==> config.mk <==
export PLATFORM = sky130hd
export DESIGN_NAME = vwss_mul
export DESIGN_NICKNAME = d
export VERILOG_FILES = /design/src/hdl/vwss_pkg.sv /design/src/hdl/vwss_mul.sv
export SDC_FILE = /design/constraint.sdc
export NUM_CORES = 2
export LEC_CHECK = 0
export ABC_AREA = 1
export BUFFER_PORTS_ARGS = -buffer_cell sky130_fd_sc_hd__buf_2
export CAP_MARGIN = 5
export CORE_UTILIZATION = 67
export DETAILED_ROUTE_END_ITERATION = 6
export PLACE_DENSITY = 0.92
export SYNTH_ARGS = -nofsm -noshare
export SYNTH_HDL_FRONTEND = slang
export SYNTH_SLANG_ARGS = --single-unit
==> constraint.sdc <==
create_clock -name clk -period 8.1 [get_ports clk]
set_clock_uncertainty 0.1 [all_clocks]
set_input_delay 0 -clock clk [delete_from_list [all_inputs] [get_ports clk]]
set_output_delay 0 -clock clk [all_outputs]
set_load 0.02 [all_outputs]
==> src/hdl/vwss_pkg.sv <==
// Shared constants, types and helpers of the stroke smoother.
`default_nettype none
package vwss_pkg;

	localparam int MAX_EVENTS_DEF = 64;

	localparam int XY_W   = 24;
	localparam int PR_W   = 16;
	localparam int TM_W   = 32;
	localparam int SPD_W  = 24;
	localparam int ZM_W   = 16;
	localparam int TSS_W  = 32;
	localparam int LIFE_W = 16;
	localparam int CFG_IW = 8;
	localparam int CFG_DW = 32;

	localparam int DIV_W  = 64;
	localparam int DIV_CW = 6;
	localparam int SQ_NW  = 64;
	localparam int SQ_RW  = 32;
	localparam int SQ_CW  = 5;
	localparam int MUL_W  = 33;

	localparam logic [CFG_IW-1:0] REG_TSS  = 8'd0;
	localparam logic [CFG_IW-1:0] REG_LIFE = 8'd1;

	localparam logic [TSS_W-1:0]  TSS_RST  = 32'd65536;
	localparam logic [LIFE_W-1:0] LIFE_RST = 16'd100;

	typedef struct packed {
		logic signed [XY_W-1:0] x;
		logic signed [XY_W-1:0] y;
		logic [PR_W-1:0]        p;
		logic [TM_W-1:0]        t;
		logic [SPD_W-1:0]       spd;
	} ev_t;

	function automatic logic [XY_W-1:0] sat_xy(input logic neg, input logic [DIV_W-1:0] mag);
		logic [DIV_W-1:0] lim;
		logic [XY_W-1:0]  r;
		lim = DIV_W'(1) << (XY_W-1);
		if (neg) begin
			if (mag > lim) r = {1'b1, {(XY_W-1){1'b0}}};
			else r = XY_W'(~mag + 1'b1);
		end else begin
			if (mag > lim - 1'b1) r = {1'b0, {(XY_W-1){1'b1}}};
			else r = mag[XY_W-1:0];
		end
		return r;
	endfunction

endpackage
`default_nettype wire

==> src/hdl/vwss_mul.sv <==
// Shared unsigned multiplier with registered product.
`default_nettype none
module vwss_mul (
	input  wire logic                        clk,
	input  wire logic [vwss_pkg::MUL_W-1:0]   a,
	input  wire logic [vwss_pkg::MUL_W-1:0]   b,
	output logic [2*vwss_pkg::MUL_W-1:0]     prod
);
	import vwss_pkg::*;

	logic [2*MUL_W-1:0] prod_q;

	always_ff @(posedge clk) begin
		prod_q <= a * b;
	end

	assign prod = prod_q;
endmodule
`default_nettype wire

==> results.toml <==
[timing]
fin_crit_sh_pct = 87.9
drv_slew = 0
rsz0062_at_grt = "no"
maxSlewHeadroom_pct = 38.0
setup_tns_ps = 0
hold_viol = 0
setup_viol = 0
worst_pin_slew_ps = 931
min_period_ps = 7120
fmax_mhz = 140

[drt]
wire_per_inst_um = 18.6
ant_nets = 0
via_per_inst = 5.46
vias = 33241
drc_errors = 0
drt_first_pass_iters = 7
drt_iter0_drc = 3298
drt_wl_total_um = 113000

[clock_tree]
cts_hold_buf = 0
cts_root_buffer = "clkbuf_16"
clk_pin_slew_ps = 60
h-tree-depth = 3
cts_tree = "yes"
postCtsResizedCells = 0
clock_sinks = 66
numCtsBuffers = 9
post-cts-setup-buffers = 0
clockBufferDepth = 2

[synthesis]
avgSynthCellArea_um2 = 7.37
synth_top_cell_area_share_pct = 48.2
netlist_top_cells_count = "1892 x inv_1, 1652 x nand2_1, 958 x fa_1, 265 x ha_1, 264 x clkbuf_1"
postSynth.asyncResetShare_pct = 0
ys_warn_count = 0
yosysUniqueCellTypes = 29
ys_seq_elements = 66
yosys.area.top_type = "fa_1"
syn-instance-count = 5406
ys_seq_area_share_pct = 3.32
synth_flop_cell = "dfxtp_1"
syn_nets = 6696
ys_top_cells_by_area = "fa_1 48%, inv_1 18%, nand2_1 16%"
synth_edf_count = 0
synth_most_common_cell = "inv_1"
syn_area_um2 = 39800

[floorplanning]
ioPinCount = 133
dieArea_um2 = 60400
start_util_pct = 68.4
die_x_um = 246
coreArea_um2 = 58200
fp.dieH_um = 246
rows = 88

[final_layout]
largest_register_ffs = 66
area_growth_pct = 2.92
drive_gt1_share_pct = 4.17
fin_nets = 6606

[setup_path]
crit_path_max_incr_delay_ps = 560
cp-start-kind = "input pin"
arrival_ps = 7230
crit_top_cell = "inv_1"
path_max_fanout = 33
worst_setup_path_end_kind = "register"
path_class = "input pin to register"
critical-path-slowest-cell = "fa_1"
crit_required_ps = 8200

[run_status]
status = "finished, final reports clean"

[worst_hold_path]
hp-class = "input pin to register"

[global_routing]
grt_max_degree = 34
antenna_found_initial = 6
overflow = 0
grt_usage_pct = 39.5
grt_pass1_vias = 36379
grt_pass1_wl_um = 183000

[job]
maxCapViolCount = 0

[place]
gp_congestion = 0.992
port_buffers = 132
place_hpwl_um = 96200
## through the flow
step                      cell area [um2]  setup WS, ps  utilization (%)  hold WS (ps)  cells
after global placement              40700          1030             69.8           316   6070
after floorplan                     39800          1940                -           169   5406
after CTS                           41000          1130             70.3           110   6085
after detailed placement            40700           803             69.8           318   6070
final                               41000           978             70.4           134   6089
after global routing                41000           846             70.4           142   6088
## layer usage
layer  GRT usage [%]  share of wire (%)  vias up
met5               0              0.021        -
met4            20.9                6.3        4
met3            10.1                 12      645
met2            65.0                 47     2316
met1            47.7                 34    15926
li1                -                  -    14350
## kinds of logic after synthesis
| family | synth area share, % |
|---|---|
| buf+inv | 20.4 |
| simple gates | 18.2 |
| fa+ha+maj | 56.5 |
| flops | 3.32 |
| compound gates | 0.804 |
| xor+xnor | 0.792 |
## layout by cell type, fill, tap and decap left out, drive strengths merged
cell	n
a21oi	42
and2	1
and3	1
and3b	1
buf	163
bufinv	1
clkbuf	9
clkinv	4
clkinvlp	1
dfxtp	66
diode	4
fa	958
ha	265
inv	1902
nand2	1657
nand3	59
nand4	13
nor2	111
nor3	14
nor4	1
o211ai	1
o21ai	4
o21bai	10
xnor2	5
xor2	31
## critical path, delay by kind of cell
kind          cells  cell delay (ps)
xor+xnor          1              400
fa+ha+maj         9             4670
buf+inv          12             1140
simple gates      7              980
## area by class of cell
cell class / instances / area (um2)
Inverter: 1902 / 7140
Clock inverter: 6 / 68.8
Tap cell: 765 / 957
Multi-Input combinational cell: 3174 / 30400
Timing Repair Buffer: 163 / 893
Antenna cell: 4 / 10.0
Clock buffer: 9 / 225
Sequential cell: 66 / 1320
Fill cell: 4153 / 17300
## path summary, 6_finish.rpt
check | from | end | depth (start not counted) | slack (ps)
hold / removal | b[0] | prod[0] | 3 | 130
setup / recovery | a[19] | prod[34] | 29 | 980
Power is left out: the tool's default activity adds up to more than one toggle a clock period on the data nets, which glitch-free logic cannot reach.
