[src/hdl/vwss_pkg.sv]
// Shared constants, types and helpers of the stroke smoother.
`default_nettype none
package vwss_pkg;

	localparam int MAX_EVENTS_DEF = 64;

	localparam int XY_W   = 24;
	localparam int PR_W   = 16;
	localparam int TM_W   = 32;
	localparam int SPD_W  = 24;
	localparam int ZM_W   = 16;
	localparam int TSS_W  = 32;
	localparam int LIFE_W = 16;
	localparam int CFG_IW = 8;
	localparam int CFG_DW = 32;

	localparam int DIV_W  = 64;
	localparam int DIV_CW = 6;
	localparam int SQ_NW  = 64;
	localparam int SQ_RW  = 32;
	localparam int SQ_CW  = 5;
	localparam int MUL_W  = 33;

	localparam logic [CFG_IW-1:0] REG_TSS  = 8'd0;
	localparam logic [CFG_IW-1:0] REG_LIFE = 8'd1;

	localparam logic [TSS_W-1:0]  TSS_RST  = 32'd65536;
	localparam logic [LIFE_W-1:0] LIFE_RST = 16'd100;

	typedef struct packed {
		logic signed [XY_W-1:0] x;
		logic signed [XY_W-1:0] y;
		logic [PR_W-1:0]        p;
		logic [TM_W-1:0]        t;
		logic [SPD_W-1:0]       spd;
	} ev_t;

	function automatic logic [XY_W-1:0] sat_xy(input logic neg, input logic [DIV_W-1:0] mag);
		logic [DIV_W-1:0] lim;
		logic [XY_W-1:0]  r;
		lim = DIV_W'(1) << (XY_W-1);
		if (neg) begin
			if (mag > lim) r = {1'b1, {(XY_W-1){1'b0}}};
			else r = XY_W'(~mag + 1'b1);
		end else begin
			if (mag > lim - 1'b1) r = {1'b0, {(XY_W-1){1'b1}}};
			else r = mag[XY_W-1:0];
		end
		return r;
	endfunction

endpackage
`default_nettype wire

[src/hdl/vwss_div.sv]
// Restoring divider, one quotient bit per cycle.
`default_nettype none
module vwss_div (
	input  wire logic                      clk,
	input  wire logic                      arst_n,
	input  wire logic                      start,
	input  wire logic [vwss_pkg::DIV_W-1:0] num,
	input  wire logic [vwss_pkg::DIV_W-1:0] den,
	output logic                           done,
	output logic [vwss_pkg::DIV_W-1:0]     quo
);
	import vwss_pkg::*;

	logic [DIV_W-1:0]  rem_q, quo_q, den_q;
	logic [DIV_CW-1:0] cnt_q;
	logic              busy_q, done_q;
	logic [DIV_W:0]    trial;

	assign trial = {rem_q, quo_q[DIV_W-1]};

	always_ff @(posedge clk or negedge arst_n) begin
		if (!arst_n) begin
			busy_q <= 1'b0;
			done_q <= 1'b0;
			cnt_q  <= '0;
		end else if (start) begin
			busy_q <= 1'b1;
			done_q <= 1'b0;
			cnt_q  <= '0;
		end else begin
			done_q <= busy_q && (cnt_q == DIV_CW'(DIV_W-1));
			if (busy_q) begin
				cnt_q <= cnt_q + 1'b1;
				if (cnt_q == DIV_CW'(DIV_W-1)) busy_q <= 1'b0;
			end
		end
	end

	always_ff @(posedge clk) begin
		if (start) begin
			rem_q <= '0;
			quo_q <= num;
			den_q <= den;
		end else if (busy_q) begin
			if (trial >= {1'b0, den_q}) begin
				rem_q <= DIV_W'(trial - {1'b0, den_q});
				quo_q <= {quo_q[DIV_W-2:0], 1'b1};
			end else begin
				rem_q <= trial[DIV_W-1:0];
				quo_q <= {quo_q[DIV_W-2:0], 1'b0};
			end
		end
	end

	assign done = done_q;
	assign quo  = quo_q;
endmodule
`default_nettype wire

[config.mk]
export PLATFORM = sky130hd
export DESIGN_NAME = vwss_div
export DESIGN_NICKNAME = d
export VERILOG_FILES = /design/src/hdl/vwss_pkg.sv /design/src/hdl/vwss_div.sv
export SDC_FILE = /design/constraint.sdc
export NUM_CORES = 1
export LEC_CHECK = 0
export BUFFER_PORTS_ARGS = -buffer_cell sky130_fd_sc_hd__buf_2
export CAP_MARGIN = 20
export CORE_MARGIN = 4
export CORE_UTILIZATION = 50
export CTS_CLUSTER_DIAMETER = 30
export CTS_CLUSTER_SIZE = 20
export DETAILED_ROUTE_END_ITERATION = 8
export GPL_TIMING_DRIVEN = 0
export HOLD_SLACK_MARGIN = 0.1
export PLACE_DENSITY_LB_ADDON = 0.08
export SYNTH_ARGS = -nofsm -noshare
export SYNTH_HDL_FRONTEND = slang
export SYNTH_SLANG_ARGS = --single-unit
[constraint.sdc]
create_clock -name clk -period 3.45 [get_ports clk]
set_input_delay 0.69 -clock clk [delete_from_list [all_inputs] [get_ports clk]]
set_output_delay 0.69 -clock clk [all_outputs]
set_load 0.02 [all_outputs]
==> results.py <==
metrics = {
    "die": {
        "rows": 57,
        "die_area_mm2": 0.0275,
        "start_util_pct": 51.1,
        "fp.dieW_um": 166,
        "core-area_mm2": 0.0244,
        "pin_count": 196,
        "die_h_um": 166,
    },
    "critical_path": {
        "critical_path.max_stage_delay_ns": 0.38,
        "critPathCaptureType": "flip-flop",
        "crit-reg2reg-launch": "den_q[23]$_DFFE_PP_",
        "rrSetupSlack_ns": -0.14,
        "reg2reg_to": "quo[0]$_DFFE_PP_",
        "cp_slowest_cell": "edfxtp_1",
        "cp_cell_sequence": "inv_2 > ha_4 > buf_6 > a21oi_4 > nand2_1 > a221oi_2 > o21ai_2 > a211o_1 > o211ai_2 > a2111oi_4 > buf_4 > o31ai_4 > buf_6 > buf_4 > nand2_4 > mux2_4",
        "path_max_fanout": 8,
        "worstPathRequired_ns": 3.65,
        "reg2regPathDepth": 16,
        "path_class": "reg2reg",
        "cp.arrival_ns": 3.79,
        "cp-start-kind": "flip-flop",
    },
    "routing": {
        "drt-total-wl_um": 35900,
        "vias": 11200,
        "wl_per_cell_um": 19.0,
        "viasPerCell": 5.95,
        "drt-initial-drc-count": 823,
        "drcViolationCount": 0,
        "first_pass_iters": 5,
        "antenna_left": 0,
    },
    "logic_synthesis": {
        "synth_seq_cells": 200,
        "netlist_top_cells_area": "edfxtp_1 (31%), dfxtp_1 (10%), ha_1 (6.5%), mux2_2 (5.9%), nor2_1 (3.6%)",
        "synth_edf_count": 128,
        "ys_types": 73,
        "synth_largest_area_cell": "edfxtp_1",
        "netlist.area_leader.share_pct": 30.9,
        "ys_async_sr_fraction_pct": 4.00,
        "avgSynthCellArea_um2": 9.57,
        "syn_area_mm2": 0.0125,
        "yosysSeqAreaShare_pct": 42.8,
        "synth_warnings": 0,
        "synth-main-ff-cell": "edfxtp_1",
        "synthCells": 1302,
        "synth_fp_nets": 1499,
        "synth_top_family_by_area": "compound AO/OA/AOI/OAI gates",
        "synth_xor_area_share_pct": 4.22,
        "synth_compound_area_share_pct": 21.0,
        "synth_mux_area_share_pct": 5.96,
        "synth_fa_ha_area_share_pct": 6.69,
        "synthSimpleGateAreaFrac_pct": 13.4,
    },
    "clock_tree": {
        "root_buffer": "clkbuf_16",
        "path_clk_slew_ns": 0.09,
        "clk_latency_ns": 0.46,
        "cts_buffers": 17,
        "clockBufferDepth": 2,
        "tritoncts": "built",
        "htree_levels": 4,
        "cts_sinks": 200,
    },
    "cells_and_area": {
        "nFillCells": 2034,
        "stdcell_area_mm2": 0.0158,
        "finalNetCount": 1749,
        "diodes": 0,
        "synthToLayoutAreaGrowth_pct": 27.1,
        "multi_input_area_mm2": 0.00720,
        "final_cell_count_no_fill": 1889,
        "regArea_mm2": 0.00533,
        "layout-drive-gt1-share_pct": 32.7,
    },
    "power": {
        "p_leak_nw": 6.57,
        "irDropWorstVdd_uv": 359,
        "powerDensity_mw_per_mm2": 753,
        "total_power_mw": 11.9,
    },
    "worst_hold_path": {
        "hp-class": "in2reg",
        "min_to": "den_q[59]$_DFFE_PP_",
        "hp-start": "den[59]",
        "hold_depth": 1,
    },
    "job": {
        "drv_cap": 0,
    },
    "grt": {
        "grt_overflow": 0,
        "grt_pass1_wl_um": 57700,
        "grt_max_degree": 69,
        "grt_pass1_vias": 11300,
        "grt_usage_pct": 25.1,
        "antenna_found_initial": 0,
    },
    "place": {
        "pre_cts_slack_ns": -0.902,
        "dp.cells": 1821,
        "port_buffers": 195,
        "place.gp.congestion": 0.906,
        "placed_cell_area_mm2": 0.0138,
        "dp_hpwl_um": 25000,
    },
    "timing": {
        "tightest_slew_ns": 0.945,
        "finalCritPeriodShare_pct": 104,
        "max_slew_margin_pct": 37.0,
        "grt_setup_unrepaired": "true",
        "setup_ws_ns": -0.141,
        "layout_min_cycle_time_ns": 3.59,
        "fmaxAchievable_mhz": 278,
        "finalHoldViolations": 0,
        "setup_viol": 63,
        "hold_ws_ns": 0.401,
        "fin_worst_skew_ns": 0.0214,
        "maxSlewViolCount": 0,
    },
    "status": {
        "violations": "negative setup slack",
        "run_status": "finished with violations",
    },
}
## cells in the final DEF (no fill, tap or decap), types with 12 or more instances in the layout
cell	n
o21ai_1	25
clkbuf_1	46
nand4_1	30
mux2_2	64
a311oi_2	15
o21bai_1	12
edfxtp_1	128
nand3_2	12
a21o_1	32
nand2_1	49
clkbuf_16	21
xor2_1	21
buf_4	37
buf_2	200
o21ai_0	42
o21ai_2	31
a21oi_1	74
nand3_1	60
xnor2_1	39
dfxtp_1	63
ha_1	45
a311oi_1	37
ha_4	15
inv_1	86
nor2_1	120
## power breakdown
| part | leakage [nW] | switching [mW] | total [mW] | internal (mW) |
|---|---|---|---|---|
| clock network | 0.296 | 1.09 | 2.09 | 0.997 |
| registers | 1.93 | 0.403 | 3.45 | 3.05 |
| logic | 4.34 | 3.71 | 6.38 | 2.67 |
| total | 6.57 | 5.21 | 11.9 | 6.71 |
## Yosys cell counts, types with 21 or more instances
master and number:
nand3_1 73, a21oi_1 84, clkbuf_1 60, xnor2_1 39, nand2_1 55, nand4_1 30, o21ai_0 53, o21ai_1 49
nor2_1 121, a311oi_1 51, xor2_1 21, dfxtp_1 64, inv_1 91, a21o_1 32, ha_1 65, mux2_2 65
edfxtp_1 128
## per-stage QoR
stage / utilization (%) / TNS, ns
finish: 64.9 / -3.86
global route: 64.9 / -11.90
CTS: 62.4 / -0.296
detailed placement: 56.8 / -41.23
global placement: 56.7 / -144.06
floorplan: - / 0
## worst max-delay path: cells and delay by family, from the launching register on
| family | cells | cell delay (ns) |
|---|---|---|
| mux | 1 | 0.29 |
| compound gates | 7 | 1.62 |
| buf+inv | 5 | 0.70 |
| simple gates | 2 | 0.16 |
| fa+ha+maj | 1 | 0.19 |
| flops | 1 | 0.38 |
## layer usage
metal  up-vias  GRT usage, %  part of all wire, %
met4         0          7.71                  2.5
met3        67          6.02                  7.5
met2       431          40.6                   47
met1      5403          33.5                   43
met5         -             0                    0
li1       5346             -                    -
## cells by family (layout without fill, tap and decap cells)
logic type / after synthesis / count (layout)
AO/OA/AOI/OAI: 380 / 380
XOR/XNOR: 60 / 60
adder cells (fa/ha/maj): 66 / 66
buffers and inverters: 180 / 443
flip-flops: 200 / 200
multiplexers: 66 / 66
AND/OR/NAND/NOR: 350 / 350
## registers in the layout, summed over array words and instances, names as in the netlist
register,flops
den_q,64
quo,64
rem_q,64
cnt_q,6
busy_q,1
done,1
## area by class of cell
cell class,instances,share of cell area [%]
Sequential cell,200,33.6
Buffer,74,2.80
Clock inverter,14,1.19
Multi-Input combinational cell,922,45.5
Timing Repair Buffer,246,9.44
Clock buffer,18,2.71
Tap cell,324,2.56
Inverter,91,2.16
## timing repair
item | in CTS | in global routing
hold buffers | 1 | 0
pin swaps | 50 | 51
gates resized for setup | 101 | 114
setup buffers | 30 | 15
cloned | 3 | 4
endpoints found under the hold margin | 8 | 0
setup endpoints to repair | 65 | 65
## worst max-delay path by stage
| stage | startpoint | endpoint | cells past startpoint |
|---|---|---|---|
| finish | den_q[23]$_DFFE_PP_ | quo[0]$_DFFE_PP_ | 16 |
| global placement | start | quo[42]$_DFFE_PP_ | 4 |
| CTS | den_q[16]$_DFFE_PP_ | rem_q[56]$_SDFFE_PP0P_ | 16 |
| global route | den_q[7]$_DFFE_PP_ | rem_q[1]$_SDFFE_PP0P_ | 15 |
| floorplan | den_q[20]$_DFFE_PP_ | quo[0]$_DFFE_PP_ | 14 |
| detailed placement | den_q[18]$_DFFE_PP_ | quo[0]$_DFFE_PP_ | 14 |
Note: power is estimated with default switching activity, not from simulation.
