<file path="src/hdl/vwss_pkg.sv">
// Shared constants, types and helpers of the stroke smoother.
`default_nettype none
package vwss_pkg;

	localparam int MAX_EVENTS_DEF = 64;

	localparam int XY_W   = 24;
	localparam int PR_W   = 16;
	localparam int TM_W   = 32;
	localparam int SPD_W  = 24;
	localparam int ZM_W   = 16;
	localparam int TSS_W  = 32;
	localparam int LIFE_W = 16;
	localparam int CFG_IW = 8;
	localparam int CFG_DW = 32;

	localparam int DIV_W  = 64;
	localparam int DIV_CW = 6;
	localparam int SQ_NW  = 64;
	localparam int SQ_RW  = 32;
	localparam int SQ_CW  = 5;
	localparam int MUL_W  = 33;

	localparam logic [CFG_IW-1:0] REG_TSS  = 8'd0;
	localparam logic [CFG_IW-1:0] REG_LIFE = 8'd1;

	localparam logic [TSS_W-1:0]  TSS_RST  = 32'd65536;
	localparam logic [LIFE_W-1:0] LIFE_RST = 16'd100;

	typedef struct packed {
		logic signed [XY_W-1:0] x;
		logic signed [XY_W-1:0] y;
		logic [PR_W-1:0]        p;
		logic [TM_W-1:0]        t;
		logic [SPD_W-1:0]       spd;
	} ev_t;

	function automatic logic [XY_W-1:0] sat_xy(input logic neg, input logic [DIV_W-1:0] mag);
		logic [DIV_W-1:0] lim;
		logic [XY_W-1:0]  r;
		lim = DIV_W'(1) << (XY_W-1);
		if (neg) begin
			if (mag > lim) r = {1'b1, {(XY_W-1){1'b0}}};
			else r = XY_W'(~mag + 1'b1);
		end else begin
			if (mag > lim - 1'b1) r = {1'b0, {(XY_W-1){1'b1}}};
			else r = mag[XY_W-1:0];
		end
		return r;
	endfunction

endpackage
`default_nettype wire

</file>
<file path="src/hdl/vwss_sqrt.sv">
// Integer square root, two radicand bits per cycle.
`default_nettype none
module vwss_sqrt (
	input  wire logic                      clk,
	input  wire logic                      arst_n,
	input  wire logic                      start,
	input  wire logic [vwss_pkg::SQ_NW-1:0] rad,
	output logic                           done,
	output logic [vwss_pkg::SQ_RW-1:0]     root
);
	import vwss_pkg::*;

	localparam int REM_W = SQ_RW + 4;

	logic [SQ_NW-1:0] n_q;
	logic [REM_W-1:0] rem_q, rem_sh, trial;
	logic [SQ_RW-1:0] root_q;
	logic [SQ_CW-1:0] cnt_q;
	logic             busy_q, done_q;

	assign rem_sh = {rem_q[REM_W-3:0], n_q[SQ_NW-1:SQ_NW-2]};
	assign trial  = REM_W'({root_q, 2'b01});

	always_ff @(posedge clk or negedge arst_n) begin
		if (!arst_n) begin
			busy_q <= 1'b0;
			done_q <= 1'b0;
			cnt_q  <= '0;
		end else if (start) begin
			busy_q <= 1'b1;
			done_q <= 1'b0;
			cnt_q  <= '0;
		end else begin
			done_q <= busy_q && (cnt_q == SQ_CW'(SQ_RW-1));
			if (busy_q) begin
				cnt_q <= cnt_q + 1'b1;
				if (cnt_q == SQ_CW'(SQ_RW-1)) busy_q <= 1'b0;
			end
		end
	end

	always_ff @(posedge clk) begin
		if (start) begin
			n_q    <= rad;
			rem_q  <= '0;
			root_q <= '0;
		end else if (busy_q) begin
			n_q <= {n_q[SQ_NW-3:0], 2'b00};
			if (rem_sh >= trial) begin
				rem_q  <= rem_sh - trial;
				root_q <= {root_q[SQ_RW-2:0], 1'b1};
			end else begin
				rem_q  <= rem_sh;
				root_q <= {root_q[SQ_RW-2:0], 1'b0};
			end
		end
	end

	assign done = done_q;
	assign root = root_q;
endmodule
`default_nettype wire

</file>
<file path="config.mk">
export PLATFORM = sky130hd
export DESIGN_NAME = vwss_sqrt
export DESIGN_NICKNAME = d
export VERILOG_FILES = /design/src/hdl/vwss_pkg.sv /design/src/hdl/vwss_sqrt.sv
export SDC_FILE = /design/constraint.sdc
export NUM_CORES = 1
export LEC_CHECK = 0
export ABC_AREA = 1
export BUFFER_PORTS_ARGS = -buffer_cell sky130_fd_sc_hd__buf_4
export CAP_MARGIN = 20
export CORE_ASPECT_RATIO = 0.5
export CORE_UTILIZATION = 37
export DETAILED_ROUTE_END_ITERATION = 7
export GPL_TIMING_DRIVEN = 0
export PLACE_DENSITY = 0.61
export SYNTH_ARGS = -nofsm -noshare
export SYNTH_HDL_FRONTEND = slang
export SYNTH_SLANG_ARGS = --single-unit
</file>
<file path="constraint.sdc">
create_clock -name clk -period 3.1 [get_ports clk]
set_input_delay 0.62 -clock clk [delete_from_list [all_inputs] [get_ports clk]]
set_output_delay 0.62 -clock clk [all_outputs]
set_load 0.01 [all_outputs]
</file>
==> out/qor.txt <==
number of synthesized flops with an enable pin - 64
nets - 1,386
Cell Area, Placed - 0.00921 sq mm
Gate Count Post-Synth - 1,165
Core ar. - 0.0210 sq mm
vias post-DR - 7,550
height of the chip - 107 microns
max-slew headroom at the worst pin - 0.393
number of rows in the core area - 37
worst hold path depth - 3
Static Leak - 0.00503 uW
combinational family with the most area after synthesis - simple AND/OR/NAND/NOR gates
clock insertion delay at the later pin of the skew report - 0.44 ns
slowest stage cell on the critical path - sky130_fd_sc_hd__ha_1
GRT Total Usage - 0.214
area share of and/or/nand/nor cells after synthesis - 0.341
largest net degree at the start of global routing - 74
Adder-Cell Fraction of Synth Area - 0.0556
parity-gate share of the synthesized area counting xor and xnor cells - 0.0173
Root Driver - sky130_fd_sc_hd__clkbuf_16
average wire per cell in the routed design - 14.3 microns
cell count of the worst reg-to-reg path - 13
Data arrival, critical path - 2.94 ns
max-cap check violation count - 0
setup repair after global routing missed its margin - no
I/O pin count - 100
post-layout min period - 2.61 ns
endpoints failing setup - 0
Antenna Diode Count - 0
Highest Clock Rate - 0.384 GHz
sequential cell area fraction in the yosys report - 0.422
total number of H-tree levels - 4
initial drt markers - 474
CTS tree - built
cell with the most instances after synthesis - sky130_fd_sc_hd__nand2_1
number of nets with antenna violations after routing - 0
# DRC - 0
post-synth design cell area - 0.00811 sq mm
Post-DP HPWL - 17,800 microns
Crit Path Class - reg -> reg
fraction of layout instances using a drive strength above 1 - 0.120
number of standard cells in the final layout excluding fillers - 1,588
via count of the first global-routing pass - 7,188
endpoints failing hold - 0
data required time at the worst endpoint - 3.43 ns
post-synth cell types - 34
clk buf depth - 2
flop and latch count out of synthesis - 137
post-detailed-route via-to-cell ratio - 4.75
GPL Wtd Cong - 0.969
share of the synthesized area in compound gates (AO/OA/AOI/OAI) - 0.0690
Synthesis Warnings - 0
power density over the cells - 965 mW/mm^2
number of max-slew violations in the final report - 0
total clock buffers created by CTS - 17
die outline width - 211 microns
number of sinks driven by the clock tree - 137
antenna violations before repair - 0
Layout Area Growth over Synthesis - 21.0%
aggregate global routing overflow - 0
Synth area leader - sky130_fd_sc_hd__edfxtp_1
cell types with the highest counts after synthesis - sky130_fd_sc_hd__nand2_1 (508), sky130_fd_sc_hd__inv_1 (161), sky130_fd_sc_hd__dfxtp_1 (66), sky130_fd_sc_hd__nand3_1 (66), sky130_fd_sc_hd__edfxtp_1 (64)
number of buffers added for setup after CTS - 0
transition time at the pin with the least slew margin - 0.910 ns
category of the worst setup path capture point - flip-flop
first drt pass iteration count - 5
Worst path max stage delay - 0.40 ns
DRT Wirelength - 22,800 microns
final design instance area without fill - 0.00981 sq mm
part of the cycle the worst path needs - 0.841
placed insts - 1,555
Final Skew - 0.00840 ns
syn_nets - 1,268
main flop type after synthesis - sky130_fd_sc_hd__dfxtp_1
final hold slack - 0.441 ns
launching element type of the critical path - flip-flop
starting density of the core - 0.386
library cell appearing most often on the critical path - sky130_fd_sc_hd__nand2_1
global-route wire length before repair - 36,700 microns
biggest area contributors in the synthesized netlist - sky130_fd_sc_hd__edfxtp_1 (24%), sky130_fd_sc_hd__nand2_1 (24%), sky130_fd_sc_hd__dfxtp_1 (16%), sky130_fd_sc_hd__inv_1 (7.5%), sky130_fd_sc_hd__ha_1 (5.6%)
multiplexer fraction of the synthesized cell area - 0
quantity of I/O buffers inserted on ports - 98
clock slew seen by the registers of the worst setup and hold paths - 0.06 ns
async set or reset register ratio after synthesis - 0.0511
status - finished, final reports clean
worst hold-check path type - in -> reg
critical path peak fanout - 10
synthesized area per cell - 6.96 sq um
Worst IR Drop VDD - 0.000389 V
top cell type's share of synthesized area - 0.237
area of the die - 0.0225 sq mm
sequence of cells on the critical path - inv_1 -> ha_1 -> nand2_1 -> nand2_1 -> nand2_1 -> nand2_1 -> a21oi_1 -> nand3_2 -> nand3_4 -> buf_2 -> nand3b_1 -> nand3_1 -> nand2_1
metrics by stage:
| stage | worst slack (ns) | TNS, ns | util | total power [uW] |
|---|---|---|---|---|
| 6_report | 0.493 | 0 | 0.467 | 9470 |
| 5_1_grt | 0.300 | 0 | 0.467 | 10300 |
| 2_1_floorplan | 0.533 | 0 | - | 6060 |
| 4_1_cts | 0.499 | 0 | 0.467 | 9480 |
| 3_3_place_gp | -0.395 | -28.33 | 0.439 | 7390 |
| 3_5_place_dp | 0.484 | 0 | 0.438 | 7410 |
flip-flops by register name, indices dropped and copies added (netlist names):
signal	count
root	32
busy_q	1
rem_q	34
done	1
cnt_q	5
n_q	64
repair_timing:
item / 4_1_cts / 5_1_grt
hold endpoints to repair: 7 / 0
hold buffers: 1 / 0
gates resized for setup: 0 / 0
power breakdown:
group	switching, uW	internal (uW)	total [uW]
Clock	817	1210	2030
Sequential	161	2190	2350
Combinational	3340	1740	5090
placed cells by master (no fill, tap or decap), types with 2 or more instances in the layout:
cell type / n
sky130_fd_sc_hd__nand3b_1: 8
sky130_fd_sc_hd__edfxtp_1: 64
sky130_fd_sc_hd__dfrtp_1: 7
sky130_fd_sc_hd__clkbuf_16: 17
sky130_fd_sc_hd__a21oi_1: 30
sky130_fd_sc_hd__inv_1: 161
sky130_fd_sc_hd__buf_2: 5
sky130_fd_sc_hd__o21ai_0: 25
sky130_fd_sc_hd__o22ai_1: 31
sky130_fd_sc_hd__nor2_1: 62
sky130_fd_sc_hd__o21bai_1: 4
sky130_fd_sc_hd__nand2_2: 6
sky130_fd_sc_hd__nand3_1: 66
sky130_fd_sc_hd__nand2_1: 508
sky130_fd_sc_hd__buf_4: 100
sky130_fd_sc_hd__nor2_2: 7
sky130_fd_sc_hd__xnor2_1: 10
sky130_fd_sc_hd__ha_1: 36
sky130_fd_sc_hd__nor3_1: 10
sky130_fd_sc_hd__o21ai_1: 4
sky130_fd_sc_hd__buf_6: 3
sky130_fd_sc_hd__clkinv_2: 2
sky130_fd_sc_hd__xor2_1: 6
sky130_fd_sc_hd__inv_6: 4
sky130_fd_sc_hd__clkbuf_1: 27
sky130_fd_sc_hd__dfxtp_1: 66
sky130_fd_sc_hd__nand4_1: 9
sky130_fd_sc_hd__clkinv_4: 3
sky130_fd_sc_hd__bufinv_16: 2
worst max-delay path: cells and delay by family, from the launching register on:
kind | cells | cell delay (ns)
fa+ha+maj | 1 | 0.40
simple gates | 9 | 1.05
flops | 1 | 0.32
buf+inv | 2 | 0.42
compound gates | 1 | 0.28
area by class of cell:
cell class,instances,area (sq um)
sequential,137,3420
fill,2238,11200
timing repair buffer,99,746
clock inverter,12,139
inverter,161,604
tap,292,365
multi-input combinational,831,3920
clock buffer,20,447
buffer,36,171
worst paths after layout:
path	to	start	slack, ns
min reg2reg	rem_q[32]$_SDFFE_PP0P_	rem_q[32]$_SDFFE_PP0P_	0.46
min in group asynchronous	busy_q$_DFF_PN0_	arst_n	0.51
max	rem_q[14]$_SDFFE_PP0P_	root[15]$_SDFFE_PP0P_	0.49
min	n_q[14]$_DFFE_PP_	rad[14]	0.44
max reg2reg	rem_q[14]$_SDFFE_PP0P_	root[15]$_SDFFE_PP0P_	0.49
max in group asynchronous	cnt_q[1]$_DFFE_PN0P_	arst_n	2.46
cell families (layout without fill, tap and decap cells):
group	count (synthesis)	after routing
adder cells (fa/ha/maj)	36	36
buffers and inverters	197	328
flip-flops	137	137
XOR/XNOR	16	16
AO/OA/AOI/OAI	99	99
AND/OR/NAND/NOR	680	680
per-layer routing:
layer,up-vias,GRT usage,wire (microns)
met3,23,0.0501,1030
met4,0,0.0652,326
li1,3914,-,-
met5,-,0,0
met2,150,0.321,9560
met1,3463,0.304,11800
(Power assumes the default switching activity.)
